<file path="src/rtl/rfp_pkg.sv">
// rfp_pkg: types, codes and digit weights for the rangefinder reply parser
// no dependencies; imported by rfp_frame, rangefinder_reply_parser and rfp_checker
`timescale 1ns / 1ps
`default_nettype none

package rfp_pkg;

    // reply status codes
    typedef enum logic [2:0] {
        ST_OK          = 3'd0,
        ST_TIMEOUT     = 3'd1,
        ST_NO_HEADER   = 3'd2,
        ST_WRONG_MSG   = 3'd3,
        ST_CALC_ERR    = 3'd4,
        ST_WEAK        = 3'd5,
        ST_STRONG      = 3'd6,
        ST_UNKNOWN_ERR = 3'd7
    } status_t;

    localparam int DIST_W   = 21;
    localparam int ERR_W    = 11;
    localparam int OFFSET_W = 4;
    localparam int LIMIT_W  = 16;

    localparam logic [7:0] HEADER_BYTE   = 8'hAA;
    localparam logic [7:0] MESSAGE_BYTE  = 8'h44;
    localparam logic [7:0] ERR_FLAG_BYTE = 8'h45;   // ascii 'E'

    localparam logic [OFFSET_W-1:0] MSG_OFFSET  = 4'd2;
    localparam logic [OFFSET_W-1:0] FLAG_OFFSET = 4'd3;
    localparam logic [OFFSET_W-1:0] LAST_OFFSET = 4'd8;
    localparam logic [OFFSET_W-1:0] SAT_OFFSET  = 4'd9;

    localparam logic [ERR_W-1:0] ERR_NUM_CALC   = 11'd204;
    localparam logic [ERR_W-1:0] ERR_NUM_WEAK   = 11'd255;
    localparam logic [ERR_W-1:0] ERR_NUM_STRONG = 11'd256;

    localparam logic [LIMIT_W-1:0] TIMEOUT_RESET = 16'd2000;

    // frame summary after one byte
    typedef struct packed {
        logic                header_found;
        logic [OFFSET_W-1:0] offset;
        logic [7:0]          message_byte;
        logic                error_flag_seen;
        logic [DIST_W-1:0]   distance_acc;
        logic [ERR_W-1:0]    error_acc;
    } frame_t;

    // decimal weight of a distance digit by offset from header
    function automatic logic [16:0] dist_weight(input logic [OFFSET_W-1:0] off);
        logic [16:0] w;
        case (off)
            4'd3:    w = 17'd100000;
            4'd4:    w = 17'd10000;
            4'd5:    w = 17'd1000;
            4'd6:    w = 17'd100;
            4'd7:    w = 17'd10;
            4'd8:    w = 17'd1;
            default: w = 17'd0;
        endcase
        return w;
    endfunction

    // decimal weight of an error-number digit by offset from header
    function automatic logic [6:0] err_weight(input logic [OFFSET_W-1:0] off);
        logic [6:0] w;
        case (off)
            4'd6:    w = 7'd100;
            4'd7:    w = 7'd10;
            4'd8:    w = 7'd1;
            default: w = 7'd0;
        endcase
        return w;
    endfunction

endpackage

`default_nettype wire

</file>
<file path="src/rtl/rfp_frame.sv">
// rfp_frame: per-frame state (header search, offsets, digit accumulators)
// depends on rfp_pkg
`timescale 1ns / 1ps
`default_nettype none

module rfp_frame
    import rfp_pkg::*;
#(
    parameter int BUFFER_BYTES = 64
) (
    input  wire logic       aclk,
    input  wire logic       aresetn,
    input  wire logic       take_en,
    input  wire logic [7:0] rx_byte,
    input  wire logic       last_byte,
    output frame_t          frame_next
);

    localparam int POS_W = $clog2(BUFFER_BYTES + 1);

    logic [POS_W-1:0] pos_reg;
    logic [POS_W-1:0] pos_next;
    frame_t           frame_reg;

    logic [OFFSET_W-1:0] off_inc;
    logic [3:0]          nib;
    logic [DIST_W-1:0]   dist_add;
    logic [ERR_W-1:0]    err_add;

    assign nib      = rx_byte[3:0];
    assign off_inc  = (frame_reg.offset < SAT_OFFSET) ? frame_reg.offset + 4'd1
                                                      : frame_reg.offset;
    assign dist_add = {17'd0, nib} * {4'd0, dist_weight(off_inc)};
    assign err_add  = {7'd0, nib} * {4'd0, err_weight(off_inc)};

    always_comb begin
        frame_next = frame_reg;
        pos_next   = pos_reg;
        if (pos_reg < POS_W'(BUFFER_BYTES)) begin
            pos_next = pos_reg + 1'b1;
            if (!frame_reg.header_found) begin
                if (rx_byte == HEADER_BYTE) begin
                    frame_next.header_found = 1'b1;
                    frame_next.offset       = '0;
                end
            end else begin
                frame_next.offset = off_inc;
                if (off_inc <= LAST_OFFSET) begin
                    if (off_inc == MSG_OFFSET) begin
                        frame_next.message_byte = rx_byte;
                    end
                    if (off_inc == FLAG_OFFSET) begin
                        frame_next.error_flag_seen = (rx_byte == ERR_FLAG_BYTE);
                    end
                    frame_next.distance_acc = frame_reg.distance_acc + dist_add;
                    frame_next.error_acc    = frame_reg.error_acc + err_add;
                end
            end
        end
    end

    // start over after the last byte of a frame
    always_ff @(posedge aclk) begin
        if (!aresetn) begin
            pos_reg   <= '0;
            frame_reg <= '0;
        end else if (take_en) begin
            if (last_byte) begin
                pos_reg   <= '0;
                frame_reg <= '0;
            end else begin
                pos_reg   <= pos_next;
                frame_reg <= frame_next;
            end
        end
    end

endmodule

`default_nettype wire

</file>
<file path="src/rtl/rangefinder_reply_parser.sv">
// rangefinder_reply_parser: top level, byte-wise reply frame parser
// depends on rfp_pkg and rfp_frame
`timescale 1ns / 1ps
`default_nettype none

// channel   | ports                                         | direction
// ----------+-----------------------------------------------+----------
// input     | s_valid s_ready s_rx_byte s_last_byte s_elapsed_ms | in
// result    | m_valid m_ready m_status m_distance_mm m_error_detail | out
// config    | cfg_wr_en cfg_wr_data (timeout limit, ms)     | in
//
// one byte per cycle sustained while no result stalls on m_ready; a result leaves
// the output register after its last byte passes the input register and then the result register
// the pace is set by the frame state update in rfp_frame, one add per byte
// aresetn is synchronous; it clears both valid flags, the frame state and
// sets the timeout limit to 2000 ms
// a result waiting on m_ready holds only a following last byte; other bytes
// keep flowing into the frame state

module rangefinder_reply_parser
    import rfp_pkg::*;
#(
    parameter int BUFFER_BYTES = 64
) (
    input  wire logic               aclk,
    input  wire logic               aresetn,
    // configuration
    input  wire logic               cfg_wr_en,
    input  wire logic [LIMIT_W-1:0] cfg_wr_data,
    // input channel
    input  wire logic               s_valid,
    output logic                    s_ready,
    input  wire logic [7:0]         s_rx_byte,
    input  wire logic               s_last_byte,
    input  wire logic [15:0]        s_elapsed_ms,
    // result channel
    output logic                    m_valid,
    input  wire logic               m_ready,
    output logic [2:0]              m_status,
    output logic [DIST_W-1:0]       m_distance_mm,
    output logic [ERR_W-1:0]        m_error_detail
);

    logic [LIMIT_W-1:0] timeout_limit_reg;

    // input register
    logic        in_valid_reg;
    logic [7:0]  in_byte_reg;
    logic        in_last_reg;
    logic [15:0] in_elapsed_reg;

    // result register
    logic              out_valid_reg;
    status_t           out_status_reg;
    logic [DIST_W-1:0] out_dist_reg;
    logic [ERR_W-1:0]  out_detail_reg;

    logic    advance;
    frame_t  frame_next;
    status_t status_next;
    logic [DIST_W-1:0] dist_next;
    logic [ERR_W-1:0]  detail_next;

    // a byte moves on unless it would produce a result into a full, stalled slot
    assign advance = in_valid_reg && (!in_last_reg || !out_valid_reg || m_ready);
    assign s_ready = !in_valid_reg || advance;

    always_ff @(posedge aclk) begin
        if (!aresetn) begin
            timeout_limit_reg <= TIMEOUT_RESET;
        end else if (cfg_wr_en) begin
            timeout_limit_reg <= cfg_wr_data;
        end
    end

    // input register
    always_ff @(posedge aclk) begin
        if (!aresetn) begin
            in_valid_reg <= 1'b0;
        end else if (s_valid && s_ready) begin
            in_valid_reg <= 1'b1;
        end else if (advance) begin
            in_valid_reg <= 1'b0;
        end
    end

    always_ff @(posedge aclk) begin
        if (s_valid && s_ready) begin
            in_byte_reg    <= s_rx_byte;
            in_last_reg    <= s_last_byte;
            in_elapsed_reg <= s_elapsed_ms;
        end
    end

    // frame state, updated with every transferred byte
    rfp_frame #(
        .BUFFER_BYTES(BUFFER_BYTES)
    ) u_frame (
        .aclk       (aclk),
        .aresetn    (aresetn),
        .take_en    (advance),
        .rx_byte    (in_byte_reg),
        .last_byte  (in_last_reg),
        .frame_next (frame_next)
    );

    // verdict on the frame including the current byte
    // priority: timeout, missing header, wrong message byte, error or distance
    always_comb begin
        status_next = ST_OK;
        dist_next   = '0;
        detail_next = '0;
        if (in_elapsed_reg > timeout_limit_reg) begin
            status_next = ST_TIMEOUT;
        end else if (!frame_next.header_found) begin
            status_next = ST_NO_HEADER;
        end else if (frame_next.message_byte != MESSAGE_BYTE) begin
            status_next = ST_WRONG_MSG;
            detail_next = {3'd0, frame_next.message_byte};
        end else if (frame_next.error_flag_seen) begin
            if (frame_next.error_acc == ERR_NUM_CALC) begin
                status_next = ST_CALC_ERR;
            end else if (frame_next.error_acc == ERR_NUM_WEAK) begin
                status_next = ST_WEAK;
            end else if (frame_next.error_acc == ERR_NUM_STRONG) begin
                status_next = ST_STRONG;
            end else begin
                status_next = ST_UNKNOWN_ERR;
                detail_next = frame_next.error_acc;
            end
        end else begin
            dist_next = frame_next.distance_acc;
        end
    end

    // result register
    always_ff @(posedge aclk) begin
        if (!aresetn) begin
            out_valid_reg <= 1'b0;
        end else if (advance && in_last_reg) begin
            out_valid_reg <= 1'b1;
        end else if (m_ready) begin
            out_valid_reg <= 1'b0;
        end
    end

    always_ff @(posedge aclk) begin
        if (advance && in_last_reg) begin
            out_status_reg <= status_next;
            out_dist_reg   <= dist_next;
            out_detail_reg <= detail_next;
        end
    end

    assign m_valid        = out_valid_reg;
    assign m_status       = out_status_reg;
    assign m_distance_mm  = out_dist_reg;
    assign m_error_detail = out_detail_reg;

endmodule

`default_nettype wire

</file>
<file path="config.mk">
export PLATFORM = sky130hd
export DESIGN_NAME = rangefinder_reply_parser
export DESIGN_NICKNAME = d
export VERILOG_FILES = /design/src/rtl/rfp_pkg.sv /design/src/rtl/rfp_frame.sv /design/src/rtl/rangefinder_reply_parser.sv
export SDC_FILE = /design/constraint.sdc
export NUM_CORES = 1
export LEC_CHECK = 0
export BUFFER_PORTS_ARGS = -buffer_cell sky130_fd_sc_hd__buf_2
export CORE_MARGIN = 2
export CORE_UTILIZATION = 52
export CTS_CLUSTER_SIZE = 14
export DETAILED_ROUTE_END_ITERATION = 10
export PLACE_DENSITY = 0.7
export SLEW_MARGIN = 20
export SYNTH_ARGS = -nofsm -noshare
export SYNTH_HDL_FRONTEND = slang
export SYNTH_HIERARCHICAL = 1
export SYNTH_SLANG_ARGS = --single-unit
</file>
<file path="constraint.sdc">
create_clock -name aclk -period 6.5 [get_ports aclk]
set_input_delay 1.625 -clock aclk [delete_from_list [all_inputs] [get_ports aclk]]
set_output_delay 1.625 -clock aclk [all_outputs]
set_load 0.05 [all_outputs]
</file>
==> reports/qor.yml, run 1 <==
run_status:
  outcome: "finished clean"
worst_hold_path:
  hold_path.class: "reg -> reg"
drt:
  ant_nets: 0
  wl_per_cell_um: 16.4
  via_count: 7535
  drt-total-wl_mm: 22.3
  drc: 0
  drtPass1Iterations: 5
  via_per_inst: 5.54
  drt_iter0_drc: 535
timing:
  tns_ns: 0
  whs_ns: 0.484
  layout_min_cycle_time_ns: 6.20
  maxSlewViolCount: 0
  hold_viol: 0
  setup_viol: 0
  layout_setup_ws_ns: 0.297
  worst_slew_margin_rel_pct: 29.9
  worst_slew_pin_slew_ns: 1.04
  fin_skew_ns: 0.0129
  max_freq_mhz: 161
  fin_crit_sh_pct: 95.4
layout:
  nets: 1290
  drive_above_1_share_pct: 17.8
  synthToLayoutAreaGrowth_pct: 13.5
  n_antenna_cell: 0
  largest_reg_flops: 46
  final_area_mm2: 0.0110
placement:
  io_buffers: 82
  placed_area_mm2: 0.0104
  dp_hpwl_mm: 16.5
  routabilityCongestion: 0.877
  place_ws_ns: 0.151
synthesis:
  yosys_warnings: 6
  synthesis.area_mm2: 0.00970
  syn_nets: 1212
  synth_cells: 1039
  syn_area_per_cell_um2: 9.34
cts:
  cts_made_buffers: 17
  cts_sinks: 131
  cts_hold_buf: 0
  cts_root_buffer: "clkbuf_16"
  cts_htree_levels: 4
  clk_latency_ns: 0.42
  clockBufferDepth: 2
  cts_tree: "yes"
  clkTransAtPathRegs_ns: 0.06
critical_path:
  crit_buf_inv: 2
  critPathTopFamily: "adder cells"
  required_ns: 6.63
  cp_slowest_cell: "fa_1"
  crit_path_end_kind: "flip-flop"
  criticalPathCategory: "reg -> reg"
  path_max_fanout: 6
  max_stage_delay_ns: 0.52
  crit_top_cell: "fa_1"
  cp-start-kind: "flip-flop"
  cp.arrival_ns: 6.33
floorplanning:
  num_rows: 49
  ioPinCount: 83
  initial_core_util_pct: 53.5
  die_y_um: 141
  fp.dieW_um: 141
  core-area_mm2: 0.0181
  dieArea_mm2: 0.0198
flow_run:
  cap_violations: 0
power_and_ir_drop:
  p_per_area_mw_per_mm2: 177
  p_leak_nw: 5.00
  power_mw: 1.95
  irDropWorstVdd_mv: 0.163
global_route:
  grt_pass1_vias: 7246
  antenna_found_initial: 0
  grt_pass1_wl_mm: 36.6
  overflow: 0
  grtUsageTotal_pct: 23.2
  grt_max_degree: 36
## layer usage
| metal | GRT usage, % | vias to the layer above | routed length, um | part of all wire (%) |
|---|---|---|---|---|
| li1 | - | 3713 | - | - |
| met1 | 32.8 | 3561 | 10600 | 47 |
| met2 | 37.3 | 242 | 10200 | 46 |
| met3 | 4.79 | 19 | 1360 | 6.1 |
| met4 | 5.16 | 0 | 173 | 0.78 |
| met5 | 0 | - | 0 | 0 |
## path summary, 6_finish.rpt
| path | from | to | slack, ns | cells past startpoint |
|---|---|---|---|---|
| setup reg to reg | u_frame/frame_reg[41] | m_error_detail[2] | 0.30 | 25 |
| hold / removal | u_frame/frame_reg[22] | u_frame/frame_reg[22] | 0.48 | 1 |
| hold reg to reg | u_frame/frame_reg[22] | u_frame/frame_reg[22] | 0.48 | 1 |
| setup / recovery | u_frame/frame_reg[41] | m_error_detail[2] | 0.30 | 25 |
## cell usage in the layout, fill, tap and decap left out, types with 47 or more instances in the layout
cell type,instances
edfxtp_1,60
dfxtp_1,70
buf_2,82
inv_1,156
nor2b_1,56
fa_1,50
ha_1,77
a21oi_1,74
nand2_1,61
nor2_1,47
## power by group
part	switching, mW	internal, mW
sequential	0.0128	0.884
combinational	0.0890	0.0424
clock	0.374	0.548
## area by class of cell
type / count / area (um2)
Fill cell: 1540 / 7130
Inverter: 160 / 601
Tap cell: 229 / 287
Clock buffer: 21 / 460
Timing Repair Buffer: 105 / 583
Clock inverter: 11 / 104
Sequential cell: 131 / 3220
Multi-Input combinational cell: 702 / 5750
## worst register-to-register path, stage by stage (launching register included)
cell,delay [ns]
dfxtp_1,0.31
inv_2,0.12
ha_1,0.19
nand2b_1,0.14
nand2_2,0.16
nand2_1,0.12
and2_2,0.23
nor3_4,0.22
nand2_2,0.13
fa_1,0.51
fa_1,0.52
fa_1,0.52
inv_1,0.04
ha_1,0.32
a21o_1,0.19
nand2_1,0.10
a21oi_1,0.10
o41ai_2,0.32
xnor2_1,0.19
nor2_1,0.10
xor2_1,0.18
or2_2,0.33
a2111oi_4,0.45
nor2b_2,0.13
a31oi_2,0.23
a211oi_1,0.07
## timing repair
| item | CTS | global route |
|---|---|---|
| endpoints found under the setup margin | 0 | 15 |
| gates resized for setup | 0 | 17 |
| setup buffers | 0 | 1 |
## through the flow
| stage | utilization, % | cells |
|---|---|---|
| 2_1_floorplan | - | 1039 |
| 6_report | 60.7 | 1359 |
| 3_3_place_gp | 57.2 | 1326 |
| 4_1_cts | 60.3 | 1358 |
| 3_5_place_dp | 57.2 | 1326 |
| 5_1_grt | 60.7 | 1359 |
Power figures use the tool's default switching activity.
==> inputs of run 2 (changes only) <==
--- a/config.mk
+++ b/config.mk
@@ -6,6 +6,7 @@
 export NUM_CORES = 1
 export LEC_CHECK = 0
 export BUFFER_PORTS_ARGS = -buffer_cell sky130_fd_sc_hd__buf_2
+export CORE_ASPECT_RATIO = 0.5
 export CORE_MARGIN = 2
 export CORE_UTILIZATION = 52
 export CTS_CLUSTER_SIZE = 14
==> reports/qor.yml, run 2 (synthesis gave the netlist of run 1 again) <==
run_status:
  outcome: "finished clean"
critical_path:
  cp-start-kind: "flip-flop"
  path_max_fanout: 7
  setup.worst_path.end: "m_error_detail[4]"
  cp-startpoint: "u_frame/frame_reg[42]"
  r2r_start: "u_frame/frame_reg[42]"
  crit_path_end_kind: "flip-flop"
  reg2reg_depth: 25
  r2r_setup_slack_ns: 0.35
  criticalPathCategory: "reg -> reg"
  timing.rr.end: "m_error_detail[4]"
  cp.arrival_ns: 6.28
  required_ns: 6.62
worst_hold_path:
  hold_path.class: "reg -> reg"
  hold_path_depth: 2
  min_from: "u_frame/frame_reg[19]"
cts:
  cts_tree: "yes"
  cts_root_buffer: "clkbuf_16"
  cts_hold_buf: 0
  cts_sinks: 131
  cts_made_buffers: 17
  clockBufferDepth: 2
  clkTransAtPathRegs_ns: 0.07
  cts_htree_levels: 4
  clk_latency_ns: 0.44
power_and_ir_drop:
  p_leak_nw: 5.02
  p_per_area_mw_per_mm2: 185
  irDropWorstVdd_mv: 0.180
  power_mw: 2.05
global_route:
  grt_pass1_vias: 7498
  grt_pass1_wl_mm: 37.2
  grtUsageTotal_pct: 24.0
  antenna_found_initial: 0
  grt_max_degree: 36
  overflow: 0
timing:
  layout_min_cycle_time_ns: 6.15
  worst_slew_pin_slew_ns: 0.992
  maxSlewViolCount: 0
  layout_setup_ws_ns: 0.347
  worst_slew_margin_rel_pct: 33.7
  whs_ns: 0.486
  tns_ns: 0
  setup_viol: 0
  max_freq_mhz: 163
  fin_skew_ns: 0.0220
  hold_viol: 0
  fin_crit_sh_pct: 94.7
placement:
  io_buffers: 82
  place_ws_ns: 0.0491
  routabilityCongestion: 0.886
  dp_cells: 1333
  placed_area_mm2: 0.0104
  dp_hpwl_mm: 17.1
layout:
  synthToLayoutAreaGrowth_pct: 14.2
  n_antenna_cell: 0
  fin_cells: 1367
  final_area_mm2: 0.0111
  final_common_cell: "inv_1"
  layout_common_cells: "inv_1, buf_2, ha_1"
  finish.utilization_pct: 60.4
  nets: 1287
  fillCellCount: 1565
  largest_reg_flops: 46
  drive_above_1_share_pct: 17.6
drt:
  drc: 0
  drt-total-wl_mm: 22.7
  via_per_inst: 5.57
  drtPass1Iterations: 5
  via_count: 7618
  ant_nets: 0
  wl_per_cell_um: 16.6
  drt_iter0_drc: 464
floorplanning:
  core-area_mm2: 0.0183
  die_y_um: 101
  dieArea_mm2: 0.0198
  num_rows: 35
  ioPinCount: 83
  fp.dieW_um: 197
  initial_core_util_pct: 52.9
flow_run:
  cap_violations: 0
## run 2: how the worst min path moves through the flow
| stage | slack (ns) | to |
|---|---|---|
| floorplan | 0.45 | u_frame/frame_reg[19] |
| global placement | 0.46 | u_frame/frame_reg[19] |
| detailed placement | 0.47 | u_frame/frame_reg[28] |
| CTS | 0.49 | u_frame/frame_reg[19] |
| global route | 0.51 | u_frame/frame_reg[28] |
| finish | 0.49 | u_frame/frame_reg[19] |
## run 2: power by group
group | internal, mW | total (mW) | switching (mW) | leakage [nW]
Clock | 0.601 | 1.02 | 0.415 | 0.299
Sequential | 0.884 | 0.899 | 0.0149 | 1.13
Combinational | 0.0428 | 0.131 | 0.0882 | 3.59
Total | 1.53 | 2.05 | 0.518 | 5.02
## run 2: layout make-up
| type | count | area (um2) | area share (%) |
|---|---|---|---|
| Multi-Input combinational cell | 702 | 5770 | 52.1 |
| Sequential cell | 131 | 3220 | 29.1 |
| Inverter | 160 | 601 | 5.42 |
| Timing Repair Buffer | 102 | 573 | 5.17 |
| Clock buffer | 19 | 454 | 4.10 |
| Tap cell | 240 | 300 | 2.71 |
| Clock inverter | 13 | 158 | 1.42 |
## run 2: per-layer routing
layer / vias to the layer above / share of wire (%) / track usage, %
li1: 3704 / - / -
met1: 3687 / 48 / 32.4
met2: 201 / 46 / 39.5
met3: 26 / 5.1 / 5.09
met4: 0 / 1.1 / 6.88
met5: - / 0 / 0
## run 2: critical path, cell delays in order (launching register included)
cell       delay (ns)
dfxtp_2          0.35
inv_1            0.12
ha_1             0.23
nand2b_1         0.13
a21oi_1          0.09
or2_2            0.37
nor3_1           0.15
buf_4            0.17
nand3_1          0.10
fa_1             0.52
fa_1             0.52
fa_1             0.52
inv_1            0.05
ha_1             0.32
nor2b_1          0.15
o21ai_1          0.16
a21boi_0         0.15
o21ai_1          0.19
nor2b_1          0.18
xnor2_1          0.15
mux2_2           0.22
nand3_1          0.14
a2111oi_4        0.47
nor3b_4          0.12
a21oi_1          0.18
a211oi_1         0.07
## run 2: what timing repair did
| item | 4_1_cts | 5_1_grt |
|---|---|---|
| setup endpoints to repair | 2 | 16 |
| resized for setup | 1 | 16 |
| pin swaps | 0 | 3 |
| buffers inserted | 0 | 1 |
==> inputs of run 3 (changes only) <==
--- a/config.mk
+++ b/config.mk
@@ -7,11 +7,12 @@
 export LEC_CHECK = 0
 export BUFFER_PORTS_ARGS = -buffer_cell sky130_fd_sc_hd__buf_2
 export CORE_ASPECT_RATIO = 0.5
-export CORE_MARGIN = 2
+export CORE_MARGIN = 5
 export CORE_UTILIZATION = 52
 export CTS_CLUSTER_SIZE = 14
 export DETAILED_ROUTE_END_ITERATION = 10
 export PLACE_DENSITY = 0.7
+export RECOVER_POWER = 25
 export SLEW_MARGIN = 20
 export SYNTH_ARGS = -nofsm -noshare
 export SYNTH_HDL_FRONTEND = slang
==> reports/qor.yml, run 3 (synthesis gave the netlist of run 1 again) <==
placement:
  dp_hpwl_mm: 17.3
  io_buffers: 82
  placed_area_mm2: 0.0104
  routabilityCongestion: 0.905
global_route:
  grt_max_degree: 36
  grt_pass1_wl_mm: 37.6
  grt_pass1_vias: 7428
  antenna_found_initial: 0
  overflow: 0
  grtUsageTotal_pct: 21.6
layout:
  synthToLayoutAreaGrowth_pct: 13.2
  n_antenna_cell: 0
  final_common_cell: "inv_1"
  largest_reg_flops: 46
  drive_above_1_share_pct: 16.9
  finish.utilization_pct: 59.8
  nets: 1290
  layout_common_cells: "inv_1, buf_2, ha_1"
  final_area_mm2: 0.0110
timing:
  fin_skew_ns: 0.00927
  hold_viol: 0
  layout_min_cycle_time_ns: 6.14
  tns_ns: 0
  worst_slew_margin_rel_pct: 18.0
  worst_slew_pin_slew_ns: 1.23
  rsz0062_at_grt: "true"
  max_freq_mhz: 163
  maxSlewViolCount: 0
  setup_viol: 0
  fin_crit_sh_pct: 94.4
drt:
  drt-total-wl_mm: 22.9
  drt_iter0_drc: 458
  ant_nets: 0
  drc: 0
  met2_length_mm: 10.3
  wl_met3_mm: 1.25
  via_count: 7535
  routed.top_layer: "met4"
  met1Wirelength_mm: 11.1
  wl_per_cell_um: 16.7
  via_per_inst: 5.50
  drtPass1Iterations: 5
floorplanning:
  ioPinCount: 83
  num_rows: 35
  initial_core_util_pct: 52.9
  die_y_um: 107
  fp.dieW_um: 203
  dieArea_mm2: 0.0217
  core-area_mm2: 0.0183
flow_run:
  cap_violations: 0
critical_path:
  cp_slowest_cell: "fa_1"
  r2r_start: "u_frame/frame_reg[42]"
  max_stage_delay_ns: 0.55
  cp.arrival_ns: 6.39
  required_ns: 6.76
  criticalPathCategory: "reg -> reg"
  cp-startpoint: "u_frame/frame_reg[42]"
  path_max_fanout: 6
  crit_path_end_kind: "flip-flop"
  cp-start-kind: "flip-flop"
  crit_top_cell: "inv_1"
cts:
  cts_made_buffers: 17
  cts_tree: "yes"
  cts_sinks: 131
  cts_root_buffer: "clkbuf_16"
  clockBufferDepth: 2
  clk_latency_ns: 0.42
  cts_htree_levels: 4
  clkTransAtPathRegs_ns: 0.06
power_and_ir_drop:
  switching_share_pct: 25.2
  pwr-share-clk_pct: 46.8
  irDropWorstVdd_mv: 0.202
  p_seq_share_pct: 46.5
  combPwrFrac_pct: 6.8
  p_leak_nw: 4.98
  p_per_area_mw_per_mm2: 176
  intPower_mw: 1.45
  power_mw: 1.93
  switchingPower_mw: 0.486
run_status:
  outcome: "finished clean"
worst_hold_path:
  min_from: "u_frame/frame_reg[19]"
  hold_path.class: "reg -> reg"
[run 3: cell types whose count changed in the layout (fill, tap and decap cells not counted), sizes merged]
cell,delta
clkinv,+6
clkbuf,+6
inv,-6
bufinv,-2
buf,-1
[run 3: final cells by class]
type,instances,area [um2]
multi-input cells,702,5730
flip-flops and latches,131,3220
clock buffers,21,470
repair buffers,105,576
clock inverters,11,77.6
well taps,240,300
inverters,160,601
fillers,1568,7370
[run 3: final timing paths]
| kind | endpoint | slack (ns) | cells after the start |
|---|---|---|---|
| worst max-delay path | m_distance_mm[20] | 0.36 | 25 |
| worst min register to register | u_frame/frame_reg[19] | 0.49 | 2 |
| worst max register to register | m_distance_mm[20] | 0.36 | 25 |
| worst min-delay path | u_frame/frame_reg[19] | 0.49 | 2 |
[run 3: stage by stage]
stage          setup WS, ns  instances  hold slack [ns]
6_report              0.361       1370            0.487
5_1_grt             -0.0784       1370            0.496
4_1_cts              0.0706       1369            0.484
3_5_place_dp          0.105       1337            0.475
3_3_place_gp          0.330       1337            0.460
2_1_floorplan         0.499       1039            0.447
[run 3: per-layer routing]
metal | track usage, % | vias to the layer above
met5 | 0 | -
met4 | 5.29 | 0
met3 | 4.47 | 19
met2 | 34.8 | 181
met1 | 30.2 | 3622
li1 | - | 3713
[run 3: power by group through the flow]
stage | Sequential, mW | Clock (mW) | Combinational, mW
6_report | 0.898 | 0.903 | 0.130
3_3_place_gp | 0.914 | 0 | 0.129
2_1_floorplan | 0.933 | 0 | 0.0682
5_1_grt | 0.900 | 0.958 | 0.144
3_5_place_dp | 0.915 | 0 | 0.131
4_1_cts | 0.898 | 0.916 | 0.132
[run 3: worst max-delay path: cells and delay by family, from the launching register on]
family                     cells  cell delay (ns)
adders and majority gates      5             2.02
buffers and inverters          4             0.29
DFF                            1             0.37
and+or+nand+nor                7             1.30
xor gates and xnor gates       1             0.22
muxes                          1             0.30
AOI/OAI and AO/OA              7             1.46
[run 3: repair_timing]
action                     4_1_cts  5_1_grt
setup endpoints to repair        0       19
buffers inserted                 0        1
hold buffers                     0        0
gates resized for setup          0        9
